File: config.mk
export PLATFORM = sky130hd
export DESIGN_NAME = grb_pixel_pulse_encoder
export DESIGN_NICKNAME = d
export VERILOG_FILES = /design/src/rtl/gppe_pkg.sv /design/src/rtl/gppe_front.sv /design/src/rtl/gppe_queue.sv /design/src/rtl/gppe_back.sv /design/src/rtl/grb_pixel_pulse_encoder.sv
export SDC_FILE = /design/constraint.sdc
export NUM_CORES = 1
export LEC_CHECK = 0
export ABC_AREA = 1
export BUFFER_PORTS_ARGS = -buffer_cell sky130_fd_sc_hd__clkbuf_2
export CAP_MARGIN = 20
export CELL_PAD_IN_SITES_DETAIL_PLACEMENT = 1
export CELL_PAD_IN_SITES_GLOBAL_PLACEMENT = 2
export CORE_MARGIN = 2
export CORE_UTILIZATION = 37
export CTS_BUF_LIST = sky130_fd_sc_hd__clkbuf_8
export DETAILED_ROUTE_END_ITERATION = 8
export GPL_TIMING_DRIVEN = 0
export PLACE_DENSITY_LB_ADDON = 0.1
export SYNTH_ARGS = -nofsm -noshare
export SYNTH_HDL_FRONTEND = slang
export SYNTH_HIERARCHICAL = 1
export SYNTH_SLANG_ARGS = --single-unit
File: constraint.sdc
create_clock -name aclk -period 2.45 [get_ports aclk]
set_input_delay 0.49 -clock aclk [delete_from_list [all_inputs] [get_ports aclk]]
set_output_delay 0.49 -clock aclk [all_outputs]
set_load 0.05 [all_outputs]
File: src/rtl/gppe_pkg.sv
`default_nettype none
// ----------------------------------------------------------------------------
// gppe_pkg
// Shared types and constants of the grb pixel pulse encoder.
// ----------------------------------------------------------------------------
package gppe_pkg;

    localparam int BITS_PER_PIXEL = 24;
    localparam int LEVEL_W        = 8;
    localparam int DUR_W          = 10;
    localparam int BIT_CNT_W      = 5;
    localparam int APB_ADDR_W     = 4;
    localparam int APB_DATA_W     = 32;
    localparam int S_TDATA_W      = 24;
    localparam int M_TDATA_W      = 24;
    localparam int PULSE_W        = 1 + 2 * DUR_W;

    localparam logic [BIT_CNT_W-1:0] LAST_BIT = BIT_CNT_W'(BITS_PER_PIXEL - 1);

    localparam logic [DUR_W-1:0] ZERO_HIGH_RST = DUR_W'(6);
    localparam logic [DUR_W-1:0] ZERO_LOW_RST  = DUR_W'(14);
    localparam logic [DUR_W-1:0] ONE_HIGH_RST  = DUR_W'(13);
    localparam logic [DUR_W-1:0] ONE_LOW_RST   = DUR_W'(7);

    typedef enum logic [1:0] {
        REG_ZERO_HIGH = 2'd0,
        REG_ZERO_LOW  = 2'd1,
        REG_ONE_HIGH  = 2'd2,
        REG_ONE_LOW   = 2'd3
    } gppe_reg_idx_t;

    typedef logic [BITS_PER_PIXEL-1:0] gppe_word_t;

    typedef struct packed {
        logic [DUR_W-1:0] zero_high;
        logic [DUR_W-1:0] zero_low;
        logic [DUR_W-1:0] one_high;
        logic [DUR_W-1:0] one_low;
    } gppe_timing_t;

    typedef struct packed {
        logic             pixel_done;
        logic [DUR_W-1:0] low_time;
        logic [DUR_W-1:0] high_time;
        logic             coded_bit;
    } gppe_pulse_t;

    typedef struct packed {
        logic valid;
        logic ready;
    } gppe_hs_t;

endpackage
`default_nettype wire

File: src/rtl/gppe_front.sv
`default_nettype none
// ----------------------------------------------------------------------------
// gppe_front
// Input stage: takes pixel beats, orders the bytes for msb-first serial
// output and holds one pixel word for the queue.
// ----------------------------------------------------------------------------
module gppe_front (
    input  wire logic                         aclk,
    input  wire logic                         aresetn,
    input  wire logic                         s_tvalid,
    output logic                              s_tready,
    input  wire logic [gppe_pkg::S_TDATA_W-1:0] s_tdata,
    output gppe_pkg::gppe_hs_t                push_hs,
    input  wire logic                         push_ready,
    output gppe_pkg::gppe_word_t              push_word
);
    import gppe_pkg::*;

    logic       valid_reg;
    logic       valid_next;
    gppe_word_t word_reg;
    logic       accept;

    assign s_tready = !valid_reg || push_ready;
    assign accept   = s_tvalid && s_tready;

    always_comb begin
        valid_next = valid_reg;
        if (accept) begin
            valid_next = 1'b1;
        end else if (push_ready) begin
            valid_next = 1'b0;
        end
    end

    always_ff @(posedge aclk) begin
        if (!aresetn) begin
            valid_reg <= 1'b0;
        end else begin
            valid_reg <= valid_next;
        end
    end

    // green goes out first, so it sits in the top byte
    always_ff @(posedge aclk) begin
        if (accept) begin
            word_reg <= {s_tdata[LEVEL_W-1:0],
                         s_tdata[2*LEVEL_W-1:LEVEL_W],
                         s_tdata[3*LEVEL_W-1:2*LEVEL_W]};
        end
    end

    assign push_hs.valid = valid_reg;
    assign push_hs.ready = push_ready;
    assign push_word     = word_reg;

endmodule
`default_nettype wire

File: src/rtl/gppe_queue.sv
`default_nettype none
// ----------------------------------------------------------------------------
// gppe_queue
// Short pixel word queue between the input stage and the serializer.
// ----------------------------------------------------------------------------
module gppe_queue #(
    parameter int DEPTH = 2
) (
    input  wire logic                 aclk,
    input  wire logic                 aresetn,
    input  wire gppe_pkg::gppe_hs_t   push_hs,
    input  wire gppe_pkg::gppe_word_t push_word,
    output logic                      push_ready,
    output logic                      pop_valid,
    input  wire logic                 pop_ready,
    output gppe_pkg::gppe_word_t      pop_word,
    output logic [$clog2(DEPTH+1)-1:0] count
);
    import gppe_pkg::*;

    localparam int PTR_W = $clog2(DEPTH);
    localparam int CNT_W = $clog2(DEPTH + 1);
    localparam logic [PTR_W-1:0] PTR_LAST = PTR_W'(DEPTH - 1);
    localparam logic [CNT_W-1:0] CNT_FULL = CNT_W'(DEPTH);

    gppe_word_t       mem [DEPTH];
    logic [PTR_W-1:0] wr_ptr_reg;
    logic [PTR_W-1:0] wr_ptr_next;
    logic [PTR_W-1:0] rd_ptr_reg;
    logic [PTR_W-1:0] rd_ptr_next;
    logic [CNT_W-1:0] count_reg;
    logic [CNT_W-1:0] count_next;
    logic             push;
    logic             pop;

    assign push_ready = (count_reg != CNT_FULL);
    assign pop_valid  = (count_reg != '0);
    assign push       = push_hs.valid && push_ready;
    assign pop        = pop_valid && pop_ready;
    assign pop_word   = mem[rd_ptr_reg];
    assign count      = count_reg;

    always_comb begin
        wr_ptr_next = wr_ptr_reg;
        rd_ptr_next = rd_ptr_reg;
        count_next  = count_reg;
        if (push) begin
            wr_ptr_next = (wr_ptr_reg == PTR_LAST) ? '0 : wr_ptr_reg + PTR_W'(1);
        end
        if (pop) begin
            rd_ptr_next = (rd_ptr_reg == PTR_LAST) ? '0 : rd_ptr_reg + PTR_W'(1);
        end
        case ({push, pop})
            2'b10:   count_next = count_reg + CNT_W'(1);
            2'b01:   count_next = count_reg - CNT_W'(1);
            default: count_next = count_reg;
        endcase
    end

    always_ff @(posedge aclk) begin
        if (!aresetn) begin
            wr_ptr_reg <= '0;
            rd_ptr_reg <= '0;
            count_reg  <= '0;
        end else begin
            wr_ptr_reg <= wr_ptr_next;
            rd_ptr_reg <= rd_ptr_next;
            count_reg  <= count_next;
        end
    end

    always_ff @(posedge aclk) begin
        if (push) begin
            mem[wr_ptr_reg] <= push_word;
        end
    end

endmodule
`default_nettype wire

File: src/rtl/gppe_back.sv
`default_nettype none
// ----------------------------------------------------------------------------
// gppe_back
// Serializer: shifts a pixel word out msb first, one pulse beat per cycle
// while m_tready allows, and looks up the high and low durations for each bit.
// ----------------------------------------------------------------------------
module gppe_back (
    input  wire logic                   aclk,
    input  wire logic                   aresetn,
    input  wire logic                   pop_valid,
    output logic                        pop_ready,
    input  wire gppe_pkg::gppe_word_t   pop_word,
    input  wire gppe_pkg::gppe_timing_t timing,
    output logic                        m_tvalid,
    input  wire logic                   m_tready,
    output gppe_pkg::gppe_pulse_t       pulse
);
    import gppe_pkg::*;

    gppe_word_t           word_reg;
    gppe_word_t           word_next;
    logic [BIT_CNT_W-1:0] cnt_reg;
    logic [BIT_CNT_W-1:0] cnt_next;
    logic                 busy_reg;
    logic                 busy_next;
    logic                 out_valid_reg;
    logic                 out_valid_next;
    gppe_pulse_t          pulse_reg;
    gppe_pulse_t          pulse_next;
    logic                 out_free;
    logic                 at_last;
    logic                 emit;
    logic                 load;
    logic                 bit_now;

    assign out_free  = !out_valid_reg || m_tready;
    assign at_last   = (cnt_reg == LAST_BIT);
    assign emit      = out_free && busy_reg;
    assign pop_ready = out_free && (!busy_reg || at_last);
    assign load      = pop_ready && pop_valid;
    assign bit_now   = word_reg[BITS_PER_PIXEL-1];

    always_comb begin
        word_next      = word_reg;
        cnt_next       = cnt_reg;
        busy_next      = busy_reg;
        out_valid_next = out_valid_reg;
        pulse_next     = pulse_reg;
        if (emit) begin
            out_valid_next       = 1'b1;
            pulse_next.coded_bit = bit_now;
            pulse_next.high_time = bit_now ? timing.one_high : timing.zero_high;
            pulse_next.low_time  = bit_now ? timing.one_low : timing.zero_low;
            pulse_next.pixel_done = at_last;
            word_next            = {word_reg[BITS_PER_PIXEL-2:0], 1'b0};
            cnt_next             = cnt_reg + BIT_CNT_W'(1);
            if (at_last) begin
                busy_next = 1'b0;
            end
        end else if (out_free) begin
            out_valid_next = 1'b0;
        end
        if (load) begin
            word_next = pop_word;
            cnt_next  = '0;
            busy_next = 1'b1;
        end
    end

    always_ff @(posedge aclk) begin
        if (!aresetn) begin
            busy_reg      <= 1'b0;
            out_valid_reg <= 1'b0;
            cnt_reg       <= '0;
        end else begin
            busy_reg      <= busy_next;
            out_valid_reg <= out_valid_next;
            cnt_reg       <= cnt_next;
        end
    end

    always_ff @(posedge aclk) begin
        word_reg  <= word_next;
        pulse_reg <= pulse_next;
    end

    assign m_tvalid = out_valid_reg;
    assign pulse    = pulse_reg;

endmodule
`default_nettype wire

File: src/rtl/grb_pixel_pulse_encoder.sv
`default_nettype none
// ----------------------------------------------------------------------------
// grb_pixel_pulse_encoder
// Turns green, red, blue pixel beats into per-bit pulse timing beats for a
// one-wire led strip, with apb-programmable zero and one bit timings.
//
// channel  dir  payload
// s_*      in   tdata[7:0] green, [15:8] red, [23:16] blue
// m_*      out  tdata[0] bit, [10:1] high time, [20:11] low time; tlast = pixel done
// apb      in   0x0 zero high, 0x4 zero low, 0x8 one high, 0xc one low
//
// each pixel yields 24 beats, one per cycle while m_tready is high; the
// serializer shift register sets that rate and the next pixel follows with
// no gap. each input beat passes input register, queue, shifter and pulse register.
// input and output stall independently through a pixel queue of QUEUE_DEPTH.
// reset restores the default timings and empties every stage.
// ----------------------------------------------------------------------------
module grb_pixel_pulse_encoder #(
    parameter int QUEUE_DEPTH = 2
) (
    input  wire logic                           aclk,
    input  wire logic                           aresetn,
    // green [7:0], red [15:8], blue [23:16]
    input  wire logic [gppe_pkg::S_TDATA_W-1:0] s_tdata,
    input  wire logic                           s_tvalid,
    output logic                                s_tready,
    // coded_bit [0], high_time [10:1], low_time [20:11], zero [23:21]
    output logic [gppe_pkg::M_TDATA_W-1:0]      m_tdata,
    output logic                                m_tlast,
    output logic                                m_tvalid,
    input  wire logic                           m_tready,
    input  wire logic                           psel,
    input  wire logic                           penable,
    input  wire logic                           pwrite,
    input  wire logic [gppe_pkg::APB_ADDR_W-1:0] paddr,
    input  wire logic [gppe_pkg::APB_DATA_W-1:0] pwdata,
    output logic [gppe_pkg::APB_DATA_W-1:0]     prdata,
    output logic                                pready
);
    import gppe_pkg::*;

    gppe_timing_t               timing_reg;
    gppe_timing_t               timing_next;
    gppe_reg_idx_t              reg_idx;
    logic                       wr_en;
    logic [DUR_W-1:0]           rd_val;

    gppe_hs_t                   push_hs;
    logic                       push_ready;
    gppe_word_t                 push_word;
    logic                       pop_valid;
    logic                       pop_ready;
    gppe_word_t                 pop_word;
    logic [$clog2(QUEUE_DEPTH+1)-1:0] q_count;
    gppe_pulse_t                pulse;

    assign pready  = 1'b1;
    assign wr_en   = psel && penable && pwrite && pready;
    assign reg_idx = gppe_reg_idx_t'(paddr[3:2]);

    always_comb begin
        timing_next = timing_reg;
        if (wr_en) begin
            case (reg_idx)
                REG_ZERO_HIGH: timing_next.zero_high = pwdata[DUR_W-1:0];
                REG_ZERO_LOW:  timing_next.zero_low  = pwdata[DUR_W-1:0];
                REG_ONE_HIGH:  timing_next.one_high  = pwdata[DUR_W-1:0];
                REG_ONE_LOW:   timing_next.one_low   = pwdata[DUR_W-1:0];
                default:       timing_next = timing_reg;
            endcase
        end
    end

    always_ff @(posedge aclk) begin
        if (!aresetn) begin
            timing_reg.zero_high <= ZERO_HIGH_RST;
            timing_reg.zero_low  <= ZERO_LOW_RST;
            timing_reg.one_high  <= ONE_HIGH_RST;
            timing_reg.one_low   <= ONE_LOW_RST;
        end else begin
            timing_reg <= timing_next;
        end
    end

    always_comb begin
        case (reg_idx)
            REG_ZERO_HIGH: rd_val = timing_reg.zero_high;
            REG_ZERO_LOW:  rd_val = timing_reg.zero_low;
            REG_ONE_HIGH:  rd_val = timing_reg.one_high;
            REG_ONE_LOW:   rd_val = timing_reg.one_low;
            default:       rd_val = '0;
        endcase
    end

    assign prdata = APB_DATA_W'(rd_val);

    gppe_front u_front (
        .aclk       (aclk),
        .aresetn    (aresetn),
        .s_tvalid   (s_tvalid),
        .s_tready   (s_tready),
        .s_tdata    (s_tdata),
        .push_hs    (push_hs),
        .push_ready (push_ready),
        .push_word  (push_word)
    );

    gppe_queue #(
        .DEPTH (QUEUE_DEPTH)
    ) u_queue (
        .aclk       (aclk),
        .aresetn    (aresetn),
        .push_hs    (push_hs),
        .push_word  (push_word),
        .push_ready (push_ready),
        .pop_valid  (pop_valid),
        .pop_ready  (pop_ready),
        .pop_word   (pop_word),
        .count      (q_count)
    );

    gppe_back u_back (
        .aclk      (aclk),
        .aresetn   (aresetn),
        .pop_valid (pop_valid),
        .pop_ready (pop_ready),
        .pop_word  (pop_word),
        .timing    (timing_reg),
        .m_tvalid  (m_tvalid),
        .m_tready  (m_tready),
        .pulse     (pulse)
    );

    assign m_tdata = M_TDATA_W'(PULSE_W'({pulse.low_time, pulse.high_time, pulse.coded_bit}));
    assign m_tlast = pulse.pixel_done;

    a_queue_bound: assert property (@(posedge aclk) disable iff (!aresetn)
        q_count <= ($clog2(QUEUE_DEPTH+1))'(QUEUE_DEPTH))
        else $error("pixel queue count above depth");

    a_stall_means_full: assert property (@(posedge aclk) disable iff (!aresetn)
        !s_tready |-> (push_hs.valid && !push_ready))
        else $error("input stalled while queue has room");

    a_pop_nonempty: assert property (@(posedge aclk) disable iff (!aresetn)
        (pop_valid && pop_ready) |-> (q_count != '0))
        else $error("serializer took a word from an empty queue");

    a_out_hold: assert property (@(posedge aclk) disable iff (!aresetn)
        (m_tvalid && !m_tready) |=> (m_tvalid && $stable(m_tdata) && $stable(m_tlast)))
        else $error("pulse beat changed while stalled");

endmodule
`default_nettype wire

======== Word-level counts from Yosys, hierarchy flattened ========
Memories as Yosys holds them, arrays and structs flattened. A register that Yosys moved wholly into a read port is not among the register bits.
Index checks and enable logic that the tools add are counted.
cells by class
  $add $sub $neg .......................... 5
  equal/unequal tests ..................... 7
  multiplexer cells ....................... 19
  bitwise operators ....................... 1
  reductions and logical operators ........ 26
operators by type and width
  kind                                                                    count
  24-bit two-way mux                                                      2
  10-bit one-hot mux with 4 select lines                                  1
  10-bit two-way mux                                                      2
  1-bit two-way mux                                                       13
  2-bit nonzero test                                                      6
  2-bit AND reduction                                                     5
  1-bit logical AND                                                       7
  2-bit equality test (second input constant)                             3
  5-bit by 1-bit adder with 5-bit output (second input constant)          1
  5-bit equality test (second input constant)                             1
  2-bit by 1-bit equality test with 1-bit output (second input constant)  2
  2-bit one-hot mux with 2 select lines                                   1
  1-bit zero test                                                         3
  1-bit logical OR                                                        3
  1-bit adder (second input constant)                                     2
  2-bit by 1-bit adder with 2-bit output (second input constant)          1
  2-bit zero test                                                         1
  2-bit inequality test (second input constant)                           1
  2-bit OR reduction                                                      1
  2-bit by 1-bit subtractor with 2-bit output (second input constant)     1
  1-bit NOT                                                               1
storage, ports and cells
  bits in registers ....................... 122
  bits in writable memories ............... 48
  bits of input ports ..................... 67
  memories kept ........................... 1
memories
  memory       words  width  rd ports  clocked after memory_dff  write ports  RTL line          text
  u_queue.mem  2      24     1         1                         1            gppe_queue.sv:26  gppe_word_t mem [DEPTH];

======== Depth between registers and ports, before layout ========
  depth after elaboration ................. 6
  depth in mapped cells ................... 13
  depth with buffers taken out ............ 12

======== Modules after synthesis ========
Netlist, hierarchy kept.
modules (own cells, without submodules)
  module                   times used  cells an instance  area each (µm²)
  gppe_back                1           204                2376.0
  gppe_queue               1           111                2080.7
  grb_pixel_pulse_encoder  1           309                2030.7
  gppe_front               1           33                 787.0

======== Worst setup path before layout ========
Ideal clock, no wire load.
  path type ............................... register to register
  start point ............................. register u_queue.count_reg[0] (netlist: u_queue/count[0])
  end point ............................... register u_front.word_reg[0] (netlist: u_front/push_word[0]) (enable)
  library setup time ...................... 413 ps
  arrival time ............................ 1746 ps
  data required time ...................... 2037 ps
  slack ................................... 291 ps
  cell stages (with the launch flop) ...... 5
  period minus slack after synthesis ...... 2159 ps
  cells stage by stage .................... dfxtp_1 -> inv_2 -> nand2_2 -> inv_2 -> a21oi_1
between the ends
  longest elaborated chain between the ends .. 3
ends and longest elaborated chain
  element                   RTL line                       text
  start, declared           gppe_queue.sv:31               logic [CNT_W-1:0] count_reg;
  start signal, assigned    gppe_queue.sv:68               count_reg <= count_next;
  2-bit inequality test     gppe_queue.sv:36               assign push_ready = (count_reg != CNT_FULL);
  named net push_ready      grb_pixel_pulse_encoder.sv:49  logic push_ready;
  1-bit logical OR          gppe_front.sv:24               assign s_tready = !valid_reg || push_ready;
  1-bit logical AND         gppe_front.sv:25               assign accept = s_tvalid && s_tready;
  named net u_front.accept  gppe_front.sv:22               logic accept;
  end signal, assigned      gppe_front.sv:47               word_reg <= {s_tdata[LEVEL_W-1:0],
  end, declared             gppe_front.sv:21               gppe_word_t word_reg;
The timed path passes the listed nets, and every way through them passes these cells.
A chain may end at the register's enable or synchronous reset.

======== Final worst setup path ========
  start point ............................. input paddr[2] (netlist bit)
  end point ............................... output prdata[5] (netlist bit)
between the ends
  longest elaborated chain between the ends .. 2
ends and longest elaborated chain
  element                                      RTL line                       text
  start, declared                              grb_pixel_pulse_encoder.sv:35  input wire logic [gppe_pkg::APB_ADDR_W-1:0] paddr,
  2-bit equality test (tied with other cells)  grb_pixel_pulse_encoder.sv:86  case (reg_idx)
  10-bit one-hot mux with 4 select lines *     grb_pixel_pulse_encoder.sv:86
  end, declared                                grb_pixel_pulse_encoder.sv:37  output logic [gppe_pkg::APB_DATA_W-1:0] prdata,
Every way passes the cells marked *; elsewhere a longest branch is shown, timed or not.

==> flow_metrics.env <==
export IMPL_status="finished, final reports clean"
export IMPL_cp_top_family="buffers and inverters"
export IMPL_drv_cap=0
export IMPL_timing_final_ws_setup_ns=0.1169
export IMPL_n_antenna_cell=0
export IMPL_num_vias=4849
export IMPL_core_rowCount=51
export IMPL_die_y_um=144.1
export IMPL_final_hold_violation_count=0
export IMPL_cp_data_arrival_time_ns=1.84
export IMPL_design_die_area_sq_um=20780
export IMPL_die_w_um=144.1
export IMPL_first_global_vias=5102
export IMPL_clockBufferDepth=2
export IMPL_yosysWarningCount=6
export IMPL_grt_pass1_wl_mm=26.72
export IMPL_placed_area_sq_um=8120
export IMPL_antenna_found_initial=0
export IMPL_avgRoutedWirePerCell_um=15.96
export IMPL_worst_pin_slew_ns=0.9667
export IMPL_cts_buffers=17
export IMPL_rsz0062_at_grt="no"
export IMPL_worst_path_buf_inv=4
export IMPL_worstHoldEndpoint="u_front/push_word[10]"
export IMPL_cts_setup_buffers=0
export IMPL_crit_fanout=10
export IMPL_leakagePower_nw=3.564
export IMPL_drtIter0Drc=196
export IMPL_clockRootBuffer="clkbuf_8"
export IMPL_total_power_w=0.008972
export IMPL_clock_latency_ns=0.46
export IMPL_grt_ovfl_total=0
export IMPL_syn_inst=656
export IMPL_fmax_ghz=0.4286
export IMPL_min_path_type="input pin to flop"
export IMPL_fin_crit_sh=0.9523
export IMPL_ant_nets=0
export IMPL_maxSlewViolCount=0
export IMPL_worst_setup_path_start_kind="input pin"
export IMPL_cp_slowest_cell="clkbuf_2"
export IMPL_syn_to_final_growth_pct=17.46
export IMPL_power_density_nw_per_um2=1051
export IMPL_initial_core_util=0.3746
export IMPL_ir_drop_mv=0.5623
export IMPL_drc_errors=0
export IMPL_max_stage_delay_ns=0.28
export IMPL_drive_gt1_frac=0.2908
export IMPL_cts_tree="yes"
export IMPL_cp_required_ns=1.96
export IMPL_nNetsFinal=847
export IMPL_gp_congestion=0.7726
export IMPL_fin_worst_skew_ns=0.01923
export IMPL_postRouteWirelength_mm=16.85
export IMPL_cts_hold_buf=0
export IMPL_clk_pin_slew_ns=0.10
export IMPL_reg2regPathDepth=13
export IMPL_num_fill_cells=2194
export IMPL_post_place_ws_ns=-0.04476
export IMPL_setup_viol=0
export IMPL_hp_start="s_tdata[10]"
export IMPL_first_pass_iters=4
export IMPL_finalSetupTns_ns=0
export IMPL_core_sq_um=19400
export IMPL_synth_avg_cell_area_sq_um=11.08
export IMPL_clkSinkCount=171
export IMPL_dp_hpwl_mm=11.77
export IMPL_timing_reg2reg_setup_slack_ns=0.35
export IMPL_grt_total_usage=0.1720
export IMPL_htreeDepth=4
export IMPL_max_slew_margin=0.3548
export IMPL_port_buffers=76
export IMPL_largest_register_ffs=48
export IMPL_final_area_sq_um=8536
export IMPL_hold_ws_ns=0.1981
export IMPL_reg2reg_from="u_back/cnt_reg[0]"
export IMPL_grt_max_degree=30
export IMPL_io_pins=127
export IMPL_syn_area_sq_um=7267
export IMPL_path_class="input pin to primary output"
export IMPL_finalCriticalPeriod_ns=2.333
export IMPL_worstPathCellList="clkbuf_2 > nand2_1 > clkinvlp_4 > buf_4 > nand2_1 > nand4_1 > clkbuf_2"
export IMPL_r2r_end="u_queue/count[1]"
export IMPL_worstHoldPathCells=1
export IMPL_cp_end_kind="primary output"
export IMPL_vias_per_cell=4.592
[report_power, final]
group | switching (W) | total [W] | internal, W
logic | 0.00192 | 0.00289 | 0.000965
clock network | 0.00116 | 0.00202 | 0.000861
registers | 0.000194 | 0.00407 | 0.00387
[layer usage]
| metal | share of wire | GRT usage |
|---|---|---|
| met1 | 0.43 | 0.2049 |
| met2 | 0.52 | 0.3115 |
| met3 | 0.033 | 0.02914 |
| met4 | 0.016 | 0.06387 |
| met5 | 0 | 0 |
[cell type report]
class | instances | area [sq um] | area share
plain buffers | 50 | 381.6 | 0.04471
flip-flops and latches | 171 | 4604 | 0.5394
clock inverters | 15 | 172.7 | 0.02023
multi-input cells | 426 | 2258 | 0.2646
clock buffers | 17 | 234.0 | 0.02741
well taps | 265 | 331.6 | 0.03884
repair buffers | 79 | 425.4 | 0.04984
inverters | 33 | 127.6 | 0.01495
[worst max-delay path by stage]
| stage | cells past startpoint | slack (ns) | endpoint | startpoint |
|---|---|---|---|---|
| finish | 7 | 0.12 | prdata[5] | paddr[2] |
| global route | 6 | 0.04 | prdata[9] | paddr[3] |
| CTS | 7 | 0.05 | prdata[5] | paddr[2] |
| detailed placement | 6 | -0.04 | prdata[9] | paddr[3] |
| global placement | 3 | -0.35 | u_front/push_word[7] | s_tvalid |
| floorplan | 2 | 0.30 | u_front/push_word[0] | s_tvalid |
[what timing repair did]
item                       4_1_cts  5_1_grt
setup endpoints to repair        6        1
pin swaps                        0        0
gates resized for setup          1        1
[per-stage QoR]
step,cells,util
after detailed placement,1024,0.4186
after CTS,1056,0.4398
after global placement,1021,0.4160
final,1056,0.4400
after floorplan,680,-
after global routing,1056,0.4400
[layout by cell type, fill, tap and decap left out, drive strengths merged]
| cell type | instances |
|---|---|
| ha | 2 |
| xor2 | 1 |
| conb | 26 |
| o21ai | 2 |
| nand2 | 179 |
| mux2 | 44 |
| nand3 | 70 |
| clkinvlp | 3 |
| nand4 | 11 |
| nor2 | 85 |
| clkinv | 4 |
| o21a | 1 |
| buf | 52 |
| dfxtp | 53 |
| clkbuf | 94 |
| edfxtp | 118 |
| bufinv | 1 |
| inv | 40 |
| a21oi | 5 |
(Power assumes the default switching activity.)
